--- src/sv/cell_window_fault_detector_macros.svh ---
// Assertion helpers used by the detector's accumulator module.
// Every check is sampled on clk and held off while rst_n is low.
`ifndef CELL_WINDOW_FAULT_DETECTOR_MACROS_SVH
`define CELL_WINDOW_FAULT_DETECTOR_MACROS_SVH

// Same-cycle implication
`define CWFD_ASSERT_IMPL(lbl, ante, cons) \
  lbl: assert property (@(posedge clk) disable iff (!rst_n) (ante) |-> (cons)) \
    else $error("cwfd check failed");

// Next-cycle implication
`define CWFD_ASSERT_NEXT(lbl, ante, cons) \
  lbl: assert property (@(posedge clk) disable iff (!rst_n) (ante) |=> (cons)) \
    else $error("cwfd check failed");

`endif

--- src/sv/cwfd_pkg.sv ---
package cwfd_pkg;

  // Location records kept per scan
  localparam int RECORD_SLOTS = 3;

  // Configuration port
  localparam int CFG_ADDR_W = 3;
  localparam int CFG_DATA_W = 32;
  localparam logic REG_UNDER_LIMIT = 1'b0;
  localparam logic REG_OVER_LIMIT  = 1'b1;

  // Fault hit codes, also the fault mask bits
  localparam logic [1:0] HIT_NONE  = 2'b00;
  localparam logic [1:0] HIT_UNDER = 2'b01;
  localparam logic [1:0] HIT_OVER  = 2'b10;

  // Fault count saturation value
  localparam logic [7:0] TALLY_MAX = 8'hFF;

  // Stream widths
  localparam int IN_DATA_W  = 32;
  localparam int OUT_DATA_W = 40;

  typedef struct packed {
    logic [15:0] under_limit;
    logic [15:0] over_limit;
  } cwfd_limits_t;

  // One compared sample handed to the accumulator
  typedef struct packed {
    logic       last;
    logic [1:0] hit;
    logic [7:0] location;
  } cwfd_sample_t;

  // Scan summary
  typedef struct packed {
    logic [7:0] fault_total;
    logic [7:0] third_location;
    logic [7:0] second_location;
    logic [7:0] first_location;
    logic [1:0] fault_mask;
    logic       any_fault;
  } cwfd_result_t;

endpackage

--- src/sv/cwfd_cfg_regs.sv ---
module cwfd_cfg_regs (
  input  logic                            clk,
  input  logic                            rst_n,
  input  logic                            cfg_psel,
  input  logic                            cfg_penable,
  input  logic                            cfg_pwrite,
  input  logic [cwfd_pkg::CFG_ADDR_W-1:0] cfg_paddr,
  input  logic [cwfd_pkg::CFG_DATA_W-1:0] cfg_pwdata,
  output logic [cwfd_pkg::CFG_DATA_W-1:0] cfg_prdata,
  output logic                            cfg_pready,
  output cwfd_pkg::cwfd_limits_t          limits
);

  logic [15:0] under_limit_r;
  logic [15:0] over_limit_r;
  logic        wr_en;
  logic        reg_sel;
  logic [15:0] rd_val;

  assign cfg_pready = 1'b1;
  assign wr_en      = cfg_psel & cfg_penable & cfg_pwrite;
  assign reg_sel    = cfg_paddr[2];

  // Limit registers
  always_ff @(posedge clk) begin
    if (!rst_n) begin
      under_limit_r <= 16'h0000;
      over_limit_r  <= 16'hFFFF;
    end else if (wr_en) begin
      case (reg_sel)
        cwfd_pkg::REG_UNDER_LIMIT: under_limit_r <= cfg_pwdata[15:0];
        cwfd_pkg::REG_OVER_LIMIT:  over_limit_r  <= cfg_pwdata[15:0];
        default: ;
      endcase
    end
  end

  // Read mux
  always_comb begin
    case (reg_sel)
      cwfd_pkg::REG_UNDER_LIMIT: rd_val = under_limit_r;
      cwfd_pkg::REG_OVER_LIMIT:  rd_val = over_limit_r;
      default:                   rd_val = 16'h0000;
    endcase
  end

  assign cfg_prdata = {{(cwfd_pkg::CFG_DATA_W-16){1'b0}}, rd_val};

  assign limits.under_limit = under_limit_r;
  assign limits.over_limit  = over_limit_r;

endmodule

--- src/sv/cwfd_window_cmp.sv ---
module cwfd_window_cmp (
  input  logic                   clk,
  input  logic                   rst_n,
  input  logic                   in_valid,
  output logic                   in_ready,
  input  logic [3:0]             monitor_index,
  input  logic [4:0]             cell_index,
  input  logic [15:0]            cell_code,
  input  logic                   scan_end,
  input  cwfd_pkg::cwfd_limits_t limits,
  input  logic                   advance,
  output logic                   sample_valid,
  output cwfd_pkg::cwfd_sample_t sample
);

  logic        valid_r;
  logic [3:0]  monitor_r;
  logic [4:0]  cell_r;
  logic [15:0] code_r;
  logic        last_r;

  // Register takes a new transfer when empty or when its item moves on
  assign in_ready = !valid_r || advance;

  always_ff @(posedge clk) begin
    if (!rst_n) begin
      valid_r <= 1'b0;
    end else if (in_ready) begin
      valid_r <= in_valid;
    end
  end

  always_ff @(posedge clk) begin
    if (in_ready && in_valid) begin
      monitor_r <= monitor_index;
      cell_r    <= cell_index;
      code_r    <= cell_code;
      last_r    <= scan_end;
    end
  end

  // Window compare: undervoltage is tested first and wins
  always_comb begin
    if (code_r < limits.under_limit) begin
      sample.hit = cwfd_pkg::HIT_UNDER;
    end else if (code_r > limits.over_limit) begin
      sample.hit = cwfd_pkg::HIT_OVER;
    end else begin
      sample.hit = cwfd_pkg::HIT_NONE;
    end
  end

  // Location byte: monitor nibble high, low four bits of the cell index low
  assign sample.location = {monitor_r, cell_r[3:0]};
  assign sample.last     = last_r;
  assign sample_valid    = valid_r;

endmodule

--- src/sv/cwfd_accum.sv ---
`include "cell_window_fault_detector_macros.svh"

module cwfd_accum #(
  parameter int RECORD_SLOTS = cwfd_pkg::RECORD_SLOTS
) (
  input  logic                   clk,
  input  logic                   rst_n,
  input  logic                   sample_valid,
  input  cwfd_pkg::cwfd_sample_t sample,
  output logic                   advance,
  output logic                   out_valid,
  input  logic                   out_ready,
  output cwfd_pkg::cwfd_result_t result
);

  logic [1:0]             mask_r;
  logic [7:0]             tally_r;
  logic [7:0]             rec_r   [RECORD_SLOTS];
  logic [1:0]             mask_nxt;
  logic [7:0]             tally_nxt;
  logic [7:0]             rec_nxt [RECORD_SLOTS];
  logic                   is_fault;
  logic                   out_valid_r;
  cwfd_pkg::cwfd_result_t result_r;

  // A non-final sample always folds in; a final one needs the result register
  assign advance = sample_valid && (!sample.last || !out_valid_r || out_ready);

  assign is_fault = (sample.hit != cwfd_pkg::HIT_NONE);

  // Next scan state with this sample included
  always_comb begin
    mask_nxt  = mask_r | sample.hit;
    tally_nxt = (is_fault && (tally_r != cwfd_pkg::TALLY_MAX)) ? tally_r + 8'd1 : tally_r;
    for (int k = 0; k < RECORD_SLOTS; k++) begin
      rec_nxt[k] = (is_fault && (tally_r == 8'(k))) ? sample.location : rec_r[k];
    end
  end

  // Scan state, cleared after each summary
  always_ff @(posedge clk) begin
    if (!rst_n) begin
      mask_r  <= cwfd_pkg::HIT_NONE;
      tally_r <= 8'd0;
      for (int k = 0; k < RECORD_SLOTS; k++) begin
        rec_r[k] <= 8'd0;
      end
    end else if (advance) begin
      if (sample.last) begin
        mask_r  <= cwfd_pkg::HIT_NONE;
        tally_r <= 8'd0;
        for (int k = 0; k < RECORD_SLOTS; k++) begin
          rec_r[k] <= 8'd0;
        end
      end else begin
        mask_r  <= mask_nxt;
        tally_r <= tally_nxt;
        for (int k = 0; k < RECORD_SLOTS; k++) begin
          rec_r[k] <= rec_nxt[k];
        end
      end
    end
  end

  // Result register
  always_ff @(posedge clk) begin
    if (!rst_n) begin
      out_valid_r <= 1'b0;
    end else if (advance && sample.last) begin
      out_valid_r <= 1'b1;
    end else if (out_ready) begin
      out_valid_r <= 1'b0;
    end
  end

  always_ff @(posedge clk) begin
    if (advance && sample.last) begin
      result_r.any_fault       <= (mask_nxt != cwfd_pkg::HIT_NONE);
      result_r.fault_mask      <= mask_nxt;
      result_r.first_location  <= rec_nxt[0];
      result_r.second_location <= rec_nxt[1];
      result_r.third_location  <= rec_nxt[2];
      result_r.fault_total     <= tally_nxt;
    end
  end

  assign out_valid = out_valid_r;
  assign result    = result_r;

  // Checks
  `CWFD_ASSERT_IMPL(a_flag_matches_mask, out_valid_r,
    result_r.any_fault == (result_r.fault_mask != cwfd_pkg::HIT_NONE))
  `CWFD_ASSERT_NEXT(a_clear_after_scan, advance && sample.last,
    (tally_r == 8'd0) && (mask_r == cwfd_pkg::HIT_NONE))
  `CWFD_ASSERT_NEXT(a_result_follows_last, advance && sample.last, out_valid_r)
  `CWFD_ASSERT_IMPL(a_no_mask_without_count, tally_r == 8'd0, mask_r == cwfd_pkg::HIT_NONE)
  `CWFD_ASSERT_IMPL(a_unused_slot_zero, tally_r < 8'(RECORD_SLOTS),
    rec_r[RECORD_SLOTS-1] == 8'd0)

endmodule

--- src/sv/cell_window_fault_detector.sv ---
// Cell window fault detector.
// Input stream: one cell sample per transfer; in_tlast marks the last cell
// of a scan. Each code is checked against the undervoltage limit first, then
// the overvoltage limit; faults are counted (saturating at 255), flagged in a
// two-bit mask, and the first three fault locations are kept.
// Output stream: one summary transfer per scan, issued for the in_tlast item.
// Path: a final sample passes the input register, then the result register,
// before its summary is on out_tvalid.
// Throughput: one sample per cycle (barring the stall below), set by the
// single compare and update between the input register and the scan state.
// Stall: while a summary waits on out_tready, samples of the next scan keep
// flowing in; only a second final sample holds in_tready low until the
// waiting summary is taken.
// Reset (rst_n low, synchronous): both stages empty, scan state cleared,
// under_limit = 0, over_limit = 0xFFFF. cfg_ port: under_limit 0x0, over_limit
// 0x4. The user writes limits only while no scan is in progress; unenforced.
module cell_window_fault_detector #(
  parameter int RECORD_SLOTS = cwfd_pkg::RECORD_SLOTS
) (
  input  logic                            clk,
  input  logic                            rst_n,
  // Input stream
  input  logic                            in_tvalid,
  output logic                            in_tready,
  // [3:0] monitor_index, [8:4] cell_index, [24:9] cell_code, [31:25] zero
  input  logic [cwfd_pkg::IN_DATA_W-1:0]  in_tdata,
  input  logic                            in_tlast,
  // Output stream
  output logic                            out_tvalid,
  input  logic                            out_tready,
  // [0] any_fault, [2:1] fault_mask, [10:3] first_location,
  // [18:11] second_location, [26:19] third_location, [34:27] fault_total,
  // [39:35] zero
  output logic [cwfd_pkg::OUT_DATA_W-1:0] out_tdata,
  // Configuration port
  input  logic                            cfg_psel,
  input  logic                            cfg_penable,
  input  logic                            cfg_pwrite,
  input  logic [cwfd_pkg::CFG_ADDR_W-1:0] cfg_paddr,
  input  logic [cwfd_pkg::CFG_DATA_W-1:0] cfg_pwdata,
  output logic [cwfd_pkg::CFG_DATA_W-1:0] cfg_prdata,
  output logic                            cfg_pready
);

  cwfd_pkg::cwfd_limits_t limits;
  cwfd_pkg::cwfd_sample_t sample;
  cwfd_pkg::cwfd_result_t result;
  logic                   sample_valid;
  logic                   advance;

  cwfd_cfg_regs u_cfg (
    .clk         (clk),
    .rst_n       (rst_n),
    .cfg_psel    (cfg_psel),
    .cfg_penable (cfg_penable),
    .cfg_pwrite  (cfg_pwrite),
    .cfg_paddr   (cfg_paddr),
    .cfg_pwdata  (cfg_pwdata),
    .cfg_prdata  (cfg_prdata),
    .cfg_pready  (cfg_pready),
    .limits      (limits)
  );

  cwfd_window_cmp u_cmp (
    .clk           (clk),
    .rst_n         (rst_n),
    .in_valid      (in_tvalid),
    .in_ready      (in_tready),
    .monitor_index (in_tdata[3:0]),
    .cell_index    (in_tdata[8:4]),
    .cell_code     (in_tdata[24:9]),
    .scan_end      (in_tlast),
    .limits        (limits),
    .advance       (advance),
    .sample_valid  (sample_valid),
    .sample        (sample)
  );

  cwfd_accum #(
    .RECORD_SLOTS (RECORD_SLOTS)
  ) u_accum (
    .clk          (clk),
    .rst_n        (rst_n),
    .sample_valid (sample_valid),
    .sample       (sample),
    .advance      (advance),
    .out_valid    (out_tvalid),
    .out_ready    (out_tready),
    .result       (result)
  );

  // Pack the summary, any_fault lowest
  assign out_tdata = {{(cwfd_pkg::OUT_DATA_W-$bits(result)){1'b0}}, result};

endmodule
--- config.mk ---
export PLATFORM = sky130hd
export DESIGN_NAME = cell_window_fault_detector
export DESIGN_NICKNAME = d
export VERILOG_FILES = /design/src/sv/cwfd_pkg.sv /design/src/sv/cwfd_cfg_regs.sv /design/src/sv/cwfd_window_cmp.sv /design/src/sv/cwfd_accum.sv /design/src/sv/cell_window_fault_detector.sv
export VERILOG_INCLUDE_DIRS = /design/src /design/src/sv
export SDC_FILE = /design/constraint.sdc
export NUM_CORES = 1
export LEC_CHECK = 0
export ABC_AREA = 1
export BUFFER_PORTS_ARGS = -buffer_cell sky130_fd_sc_hd__buf_2
export CORE_MARGIN = 4
export CORE_UTILIZATION = 48
export CTS_CLUSTER_SIZE = 40
export DETAILED_ROUTE_END_ITERATION = 10
export MAX_ROUTING_LAYER = met4
export PLACE_DENSITY = 0.77
export SLEW_MARGIN = 25
export SYNTH_ARGS = -nofsm -noshare
export SYNTH_HDL_FRONTEND = slang
export SYNTH_SLANG_ARGS = --single-unit
--- constraint.sdc ---
create_clock -name clk -period 1.9 [get_ports clk]
set_clock_uncertainty 0.05 [all_clocks]
set_input_delay 0.285 -clock clk [delete_from_list [all_inputs] [get_ports clk]]
set_output_delay 0.285 -clock clk [all_outputs]
set_load 0.01 [all_outputs]
Word level (Yosys, flattened, before mapping)
Memories as Yosys holds them, arrays and structs flattened.
Cells that the tools add are included.
{"block": "classes", "add_sub_neg": 1, "magnitude_cmp": 2, "eq_ne": 3, "n_mux": 26, "bitwise_logic": 10, "n_reduce_logical": 19}
{"cell": "8-bit 2-to-1 mux", "count": 11}
{"cell": "16-bit case mux with 2 select lines", "count": 1}
{"cell": "16-bit > comparator", "count": 1}
{"cell": "16-bit < comparator", "count": 1}
{"cell": "1-bit 2-to-1 mux", "count": 11}
{"cell": "8-bit by 1-bit adder with 8-bit output (second input constant)", "count": 1}
{"cell": "8-bit by 1-bit equality test with 1-bit output (second input constant)", "count": 1}
{"cell": "8-bit by 2-bit equality test with 1-bit output (second input constant)", "count": 1}
{"cell": "8-bit logical NOT", "count": 1}
{"cell": "8-bit != test (second input constant)", "count": 1}
{"cell": "1-bit logical AND", "count": 7}
{"cell": "2-bit 2-to-1 mux", "count": 3}
{"cell": "1-bit bitwise OR", "count": 6}
{"cell": "2-bit nonzero test", "count": 3}
{"cell": "2-bit AND reduction", "count": 2}
{"cell": "1-bit logical NOT", "count": 3}
{"cell": "1-bit logical OR", "count": 3}
{"cell": "1-bit bitwise AND", "count": 2}
{"cell": "2-bit bitwise OR", "count": 1}
{"cell": "1-bit NOT", "count": 1}
{"block": "totals", "regBits": 104, "mem_bits_rw": 24, "in_bits": 75, "out_inout_bits": 75, "wordCells": 78, "memories": 1}
{"memory": "u_accum.rec_r", "depth": 3, "width": 8, "read_ports": 3, "rd_clocked_by_memory_dff": 0, "wr": 3, "line_no": "cwfd_accum.sv:18", "text": "logic [7:0] rec_r [RECORD_SLOTS];"}

Longest topological paths before layout
Gate-level depths: netlist of the first run.
{"block": "logic_depth", "depth_word": 9, "depth_mapped": 20}

By module
Synthesis of the first run repeated with hierarchy kept, for this count alone.
{"block": "hier_totals", "cells_unflattened": 740, "area_unflattened_um2": 6625.1}
{"mod": "cwfd_accum", "instances": 1, "cells_each": 321, "area_per_inst_um2": 3319.4}
{"mod": "cwfd_cfg_regs", "instances": 1, "cells_each": 247, "area_per_inst_um2": 1635.3}
{"mod": "cwfd_window_cmp", "instances": 1, "cells_each": 166, "area_per_inst_um2": 1629.1}
{"mod": "cell_window_fault_detector", "instances": 1, "cells_each": 6, "area_per_inst_um2": 41.3}

Worst setup path after synthesis of the first run
No wires, ideal clock.
{"block": "synth_path", "path_type": "register to register", "from": "register u_cmp.code_r[15]", "to": "memory u_accum.rec_r[0][6], data pin", "setup_ns": 0.267, "t_arrival_ns": 1.791, "setup_slack_ns": -0.208, "stages_incl_launch_ff": 14, "n_path_buf": 2, "period_less_slack_ns": 2.108, "path_cell_list": "edfxtp_1 ha_1 nand2_1 inv_1 nand3_1 inv_2 a21oi_2 nand2_4 nand2_4 buf_12 nand3b_4 buf_6 o21ai_2 nor2_2"}
{"item": "from (decl)", "line_no": "cwfd_window_cmp.sv:19", "text": "logic [15:0] code_r;"}
{"item": "from (signal assigned)", "line_no": "cwfd_window_cmp.sv:37", "text": "code_r <= cell_code;"}
{"item": "to (decl)", "line_no": "cwfd_accum.sv:18"}

==> results of run 1 <==
==> registers in the layout, summed over array words and instances, names as in the netlist <==
signal,cells
u_cfg.over_limit_r,16
u_accum.result,35
u_cmp.monitor_r,4
u_accum.out_valid,1
u_cmp.code_r,16
u_accum.mask_r,2
u_accum.rec_r,24
u_cmp.last_r,1
u_cfg.under_limit_r,16
u_accum.tally_r,8
u_cmp.cell_r,4
u_cmp.sample_valid,1
==> final timing paths <==
check             slack, ns  cells past startpoint                                  end                       startpoint
setup / recovery      -0.36                     16         u_accum.result[23]$_DFFE_PP_        u_cmp.code_r[3]$_DFFE_PP_
hold reg to reg        0.42                      2      u_accum.tally_r[6]$_SDFFE_PN0P_  u_accum.tally_r[6]$_SDFFE_PN0P_
hold / removal         0.04                      3  u_cfg.over_limit_r[10]$_SDFFE_PN1P_                   cfg_pwdata[10]
setup reg to reg      -0.36                     16         u_accum.result[23]$_DFFE_PP_        u_cmp.code_r[3]$_DFFE_PP_
==> placed cells by master (no fill, tap or decap), drive strengths merged, types with 7 or more instances in the layout <==
master       count
clkinv           7
ha              35
conb            22
buf            165
nor2            43
dlygate4sd3     25
o21ai           82
nand2          116
dfxtp           44
a21oi           47
edfxtp          84
inv            116
nand3           15
clkbuf          17
==> worst register-to-register path, delay by kind of cell, from the launching register on <==
family / cells / cell delay [ns]
AO/OA/AOI/OAI: 1 / 0.07
flip-flops: 1 / 0.40
adder cells (fa/ha/maj): 1 / 0.32
AND/OR/NAND/NOR: 11 / 0.87
buffers and inverters: 3 / 0.29
==> logic make-up (layout without fill, tap and decap cells) <==
logic type / after synthesis / after routing / synth area share (%)
AO/OA/AOI/OAI: 131 / 131 / 11.8
XOR/XNOR: 2 / 2 / 0.285
adder cells (fa/ha/maj): 35 / 35 / 7.12
buffers and inverters: 154 / 336 / 11.3
flip-flops: 128 / 128 / 55.4
other: 2 / 22 / 0.122
AND/OR/NAND/NOR: 190 / 192 / 14.1
==> area by class of cell <==
| class | count | share of cell area (%) |
|---|---|---|
| Clock buffer | 17 | 5.02 |
| Clock inverter | 15 | 2.17 |
| Inverter | 114 | 5.05 |
| Multi-Input combinational cell | 382 | 29.6 |
| Sequential cell | 128 | 40.2 |
| Tap cell | 172 | 2.54 |
| Timing Repair Buffer | 190 | 15.4 |
==> report_power, final <==
| part | internal [uW] | total (uW) | switching, uW |
|---|---|---|---|
| clock network | 2070 | 3340 | 1270 |
| logic | 381 | 910 | 529 |
| registers | 3100 | 3170 | 63.8 |
==> metal layers <==
metal | track usage (%) | part of all wire, % | vias up
li1 | - | - | 2439
met1 | 25.0 | 40 | 2289
met2 | 34.5 | 51 | 190
met3 | 5.59 | 6.7 | 30
met4 | 8.75 | 2.3 | 0
met5 | - | 0 | -
==> stage by stage <==
stage          util [%]  setup WS, ns  TNS, ns  std cells  cell area [um^2]
2_1_floorplan         -        -0.197    -7.25        662              6260
3_3_place_gp       56.8        -0.325   -16.92        946              7140
3_5_place_dp       56.8        -0.379   -19.17        946              7140
4_1_cts            65.2        -0.397   -22.15       1014              8200
5_1_grt            67.4        -0.519   -29.06       1018              8470
6_report           67.4        -0.357   -19.42       1018              8470
==> timing repair <==
action,in CTS,in global routing
endpoints found under the hold margin,24,1
setup buffers,10,3
hold buffers,24,1
gates cloned,2,0
pin swaps,13,5
endpoints found under the setup margin,66,68
gates resized for setup,26,40
==> run_results.csv, run 1 <==
group,metric,value,unit
outcome,status,"finished, violations left",
outcome,failed_checks,"setup timing",
logic_synthesis,synth-seq-cells,128,
hold_path,worstHoldPathType,"primary input to flip-flop",
final_layout,diodes,0,
placement,port_buffers,101,
sta,rsz0062_at_grt,"yes",
setup_path,crit_arrival,2.38,ns
floorplan,core_area,12600,um^2
sta,hold_ws,0.0405,ns
logic_synthesis,synthDistinctLibCells,35,
setup_path,slowest_stage,"edfxtp_1",
logic_synthesis,synth_cells,642,
logic_synthesis,synthArstFlopShare,0,%
placement,dp_hpwl,9170,um
final_layout,n_fill_cell,926,
logic_synthesis,synth_common_cells,"106 x nand2_1, 103 x inv_1, 84 x edfxtp_1, 58 x o21ai_0, 46 x a21oi_1",
logic_synthesis,avgSynthCellArea,9.58,um^2
sta,tightest_slew,0.526,ns
setup_path,required,2.02,ns
clock_network,cts_tree,"yes",
sta,hold_viol,0,
drt,avgViaCountPerCell,4.86,
job,maxCapViolCount,0,
grt,gr-usage-all-layers,21.2,%
final_layout,multi_input_area,2510,um^2
drt,vias,4948,
drt,postRouteAntennaNets,0,
power,p_per_area,875,nW/um^2
setup_path,critical_path_class,"flip-flop to flip-flop",
logic_synthesis,post-synth-top-area-cell,"edfxtp_1",
floorplan,ios,150,
drt,wl,14800,um
sta,final.min_clock_period,2.26,ns
clock_network,clock_latency,0.42,ns
final_layout,regArea,3400,um^2
sta,slew-limit-headroom,65.0,%
sta,setup_ws,-0.357,ns
sta,setup_viol,68,
setup_path,crit_family,"simple AND/OR/NAND/NOR gates",
logic_synthesis,ys_seq_area_share,55.4,%
sta,period_share,119,%
floorplan,rows,41,
logic_synthesis,synth_most_common_cell,"nand2_1",
logic_synthesis,synthFlopType,"edfxtp_1",
final_layout,fin_nets,943,
floorplan,dieHeight,121,um
power,peakVddDrop,0.000546,V
power,p_leak,0.00393,uW
clock_network,numCtsBuffers,17,
logic_synthesis,synth-edff-count,84,
floorplan,die_x,121,um
drt,drt_iter0_markers,364,
setup_path,crit_path_end_kind,"flip-flop",
final_layout,area_delta_synth_final,37.8,%
sta,fmax,443,MHz
grt,antenna_found_initial,0,
setup_path,crit_buf_inv,3,
clock_network,clock_path_buffers,2,
grt,grt_overflow,0,
drt,drc,0,
drt,wire_per_inst,14.5,um
setup_path,crit_top_cell,"nand2_1",
setup_path,cp_cell_sequence,"ha_1 -> nand2_1 -> inv_1 -> nand2_1 -> nand2_1 -> nand2_1 -> nand2_1 -> nand2_1 -> nand2_2 -> nand2_4 -> nand2_8 -> nand3b_4 -> buf_12 -> nand2_1 -> o21ai_2 -> inv_1",
clock_network,root_buffer,"clkbuf_16",
floorplan,initial_core_util,48.9,%
clock_network,cts.sinks,128,
logic_synthesis,synth_area_leaders,"edfxtp_1 41%, dfxtp_1 14%, ha_1 7.1%, nand2_1 6.5%, inv_1 6.3%",
logic_synthesis,synthesis.area,6150,um^2
grt,grt_max_degree,37,
clock_network,cts_max_level,4,
sta,drv_slew,0,
clock_network,cts.clk_slew.worst_paths,0.06,ns
power,power.total,7420,uW
setup_path,cp-start-kind,"flip-flop",
logic_synthesis,yosys.area.top_type_share,41.0,%
floorplan,dieArea,14700,um^2
setup_path,crit_fanout,16,
grt,grt_first_pass_wirelength,23300,um
placement,gp_congestion,0.909,
grt,first_global_vias,4962,
final_layout,drive_above_1_share,34.8,%
drt,dr.pass1.iters,5,
logic_synthesis,ys_warn_count,0,
setup_path,max_stage_delay,0.40,ns
(Power assumes the default switching activity.)
==> run 2, diff against run 1 <==
Settings changed: CORE_UTILIZATION 48 to 56, CTS_BUF_LIST set to sky130_fd_sc_hd__clkbuf_4 sky130_fd_sc_hd__clkbuf_8, PLACE_DENSITY 0.77 to 0.84.
Clock period 1.9 ns to 2.31 ns, I/O delays scaled along.
==> run 2 against run 1 <==
Compared with the run above: the flow still finishes with violations (setup timing); cell area fell by 12%; setup slack gained 0.21 ns; largest power group is now registers; combinational power decreased by 28%; flip-flop and latch count is the same; count of clock-buffer cells in the layout stayed put; fmax decreased by 8.0%; highest routed layer unchanged; cell count down 9.8%; largest cell class unchanged.
==> run_results.csv, run 2 (synthesis gave the netlist of run 1 again) <==
group,metric,value,unit
outcome,status,"finished, violations left",
outcome,failed_checks,"setup timing",
power,clockPowerShare,35.8,%
clock_network,clock_latency,0.45,ns
power,seq_power_share,51.2,%
sta,rsz0062_at_grt,"yes",
grt,grtUsageMet2,38.3,%
final_layout,fin_nets,879,
floorplan,die_x,113,um
hold_path,worstHoldPathType,"primary input to flip-flop",
drt,wl,14900,um
clock_network,cts_tree,"yes",
final_layout,area_delta_synth_final,21.2,%
setup_path,cp-start-kind,"flip-flop",
power,peakVddDrop,0.000354,V
floorplan,initial_core_util,58.5,%
sta,slew-limit-headroom,32.7,%
setup_path,critical_path_class,"flip-flop to flip-flop",
grt,gr-usage-all-layers,22.1,%
clock_network,cts.clk_slew.worst_paths,0.10,ns
sta,setup_ws,-0.143,ns
grt,grt.met3_usage,5.40,%
floorplan,rows,37,
clock_network,cts.sinks,128,
setup_path,r2r_start,"u_cmp.code_r[11]$_DFFE_PP_",
setup_path,cp_cell_sequence,"ha_4 -> nand4_1 -> nor3_2 -> nand2_1 -> nand2_2 -> nand2_4 -> nand2_8 -> buf_6 -> nand2_4 -> o21ai_2 -> inv_2 -> nor2_1",
placement,gp_congestion,0.829,
job,maxCapViolCount,0,
placement,placed_area,6730,um^2
power,switchingPower,1490,uW
placement,dp_hpwl,9270,um
power,p_leak,0.00349,uW
power,swShare,29.5,%
grt,grt_first_pass_wirelength,21900,um
setup_path,rrSetupSlack,-0.14,ns
final_layout,layout_common_cells,"101 x inv_1, 101 x buf_2, 93 x nand2_1, 84 x edfxtp_1, 55 x o21ai_0",
floorplan,ios,150,
grt,grt_max_degree,37,
final_layout,n_fill_cell,746,
drt,drc,0,
final_layout,largest_reg_flops,35,
power,p_int,3580,uW
sta,fmax,408,MHz
setup_path,crit_path_end_kind,"flip-flop",
drt,postRouteAntennaNets,0,
grt,grt_overflow,0,
drt,drt_iter0_markers,291,
setup_path,crit_buf_inv,2,
hold_path,hp-start,"in_tdata[10]",
grt,antenna_found_initial,0,
setup_path,crit_family,"simple AND/OR/NAND/NOR gates",
floorplan,dieArea,12700,um^2
setup_path,required,2.54,ns
final_layout,design_area,7450,um^2
sta,setup_viol,33,
drt,dr.pass1.iters,6,
sta,period_share,106,%
setup_path,r2r_cells,12,
sta,drv_slew,0,
floorplan,core_area,10500,um^2
grt,grtUsageMet1,25.3,%
power,combPwrFrac,13.0,%
hold_path,hold_end,"u_cmp.code_r[1]$_DFFE_PP_",
final_layout,diodes,0,
setup_path,crit_arrival,2.69,ns
clock_network,numCtsBuffers,17,
setup_path,r2r-end,"u_accum.rec_r[0][15]$_SDFFCE_PN0P_",
clock_network,cts_max_level,4,
final_layout,drive_above_1_share,30.7,%
sta,final.min_clock_period,2.45,ns
grt,gr-max-usage-layer,"met2",
clock_network,holdBufCountCts,0,
sta,tightest_slew,1.01,ns
setup_path,max_stage_delay,0.45,ns
clock_network,clock_path_buffers,2,
drt,vias,4893,
placement,port_buffers,101,
setup_path,crit_fanout,8,
drt,wire_per_inst,16.2,um
clock_network,root_buffer,"clkbuf_8",
final_layout,final_cell_count_no_fill,918,
setup_path,slowest_stage,"edfxtp_1",
grt,first_global_vias,4859,
sta,hold_viol,0,
sta,hold_ws,0.0244,ns
power,p_per_area,681,nW/um^2
setup_path,crit_top_cell,"nand2_4",
placement,placedCellCount,870,
drt,avgViaCountPerCell,5.33,
floorplan,dieHeight,113,um
hold_path,whs_path_depth,1,
-- run 2: cell count changes in the layout (fill, tap and decap cells not counted), sizes merged, moves of 2 or more --
cell / before / now
buf: 165 / 124
bufinv: 3 / 0
clkinv: 7 / 5
dlygate4sd3: 25 / 0
inv: 116 / 121
-- run 2: worst max path at each step --
stage,start,endpoint,cells after the start
global route,u_cmp.code_r[10]$_DFFE_PP_,u_accum.rec_r[0][8]$_SDFFCE_PN0P_,12
CTS,u_cmp.code_r[11]$_DFFE_PP_,u_accum.rec_r[0][1]$_SDFFCE_PN0P_,10
detailed placement,u_cmp.code_r[11]$_DFFE_PP_,u_accum.rec_r[0][16]$_SDFFCE_PN0P_,10
global placement,u_cmp.code_r[11]$_DFFE_PP_,u_accum.result[19]$_DFFE_PP_,10
finish,u_cmp.code_r[11]$_DFFE_PP_,u_accum.rec_r[0][15]$_SDFFCE_PN0P_,12
floorplan,u_cmp.code_r[15]$_DFFE_PP_,u_accum.rec_r[0][6]$_SDFFCE_PN0P_,13
-- run 2: final cells by class --
type | count | area [um^2] | share of cell area [%]
Sequential cell | 128 | 3400 | 45.7
Inverter | 114 | 428 | 5.74
Clock inverter | 15 | 143 | 1.91
Timing Repair Buffer | 124 | 694 | 9.32
Clock buffer | 17 | 234 | 3.14
Multi-Input combinational cell | 384 | 2380 | 31.9
Tap cell | 136 | 170 | 2.28
-- run 2: per-stage QoR --
stage	util [%]	setup TNS, ns	setup slack, ns	power [uW]
after floorplan	-	0	0.202	3030
after global routing	70.9	-6.18	-0.209	5280
after CTS	68.5	-0.000697	-0.000697	5000
after detailed placement	64.0	-2.70	-0.165	3190
after global placement	64.0	-0.661	-0.0582	3160
final	70.9	-1.49	-0.143	5070
-- run 2: worst register-to-register path, stage by stage, from the launching register on --
cell and delay (ns):
edfxtp_1 0.45, ha_4 0.30, nand4_1 0.14, nor3_2 0.27, nand2_1 0.09, nand2_2 0.10, nand2_4 0.09, nand2_8 0.12
buf_6 0.14, nand2_4 0.11, o21ai_2 0.20, inv_2 0.05, nor2_1 0.18
-- run 2: power groups by stage --
| stage | Combinational [uW] | Sequential (uW) | Clock [uW] |
|---|---|---|---|
| finish | 658 | 2600 | 1810 |
| global route | 723 | 2610 | 1950 |
| CTS | 580 | 2590 | 1830 |
| detailed placement | 551 | 2640 | 0 |
| global placement | 527 | 2640 | 0 |
| floorplan | 391 | 2640 | 0 |
-- run 2: per-layer routing --
layer  up-vias  part of all wire (%)
met5         -                     0
met4         0                   2.9
met2       264                    51
met3        42                   8.7
met1      2269                    37
li1       2318                     -
-- run 2: what timing repair did --
| item | 4_1_cts | 5_1_grt |
|---|---|---|
| cloned | 0 | 4 |
| buffers inserted | 4 | 8 |
| gates resized for setup | 10 | 38 |
| pin swaps | 2 | 25 |
| setup endpoints to repair | 40 | 58 |
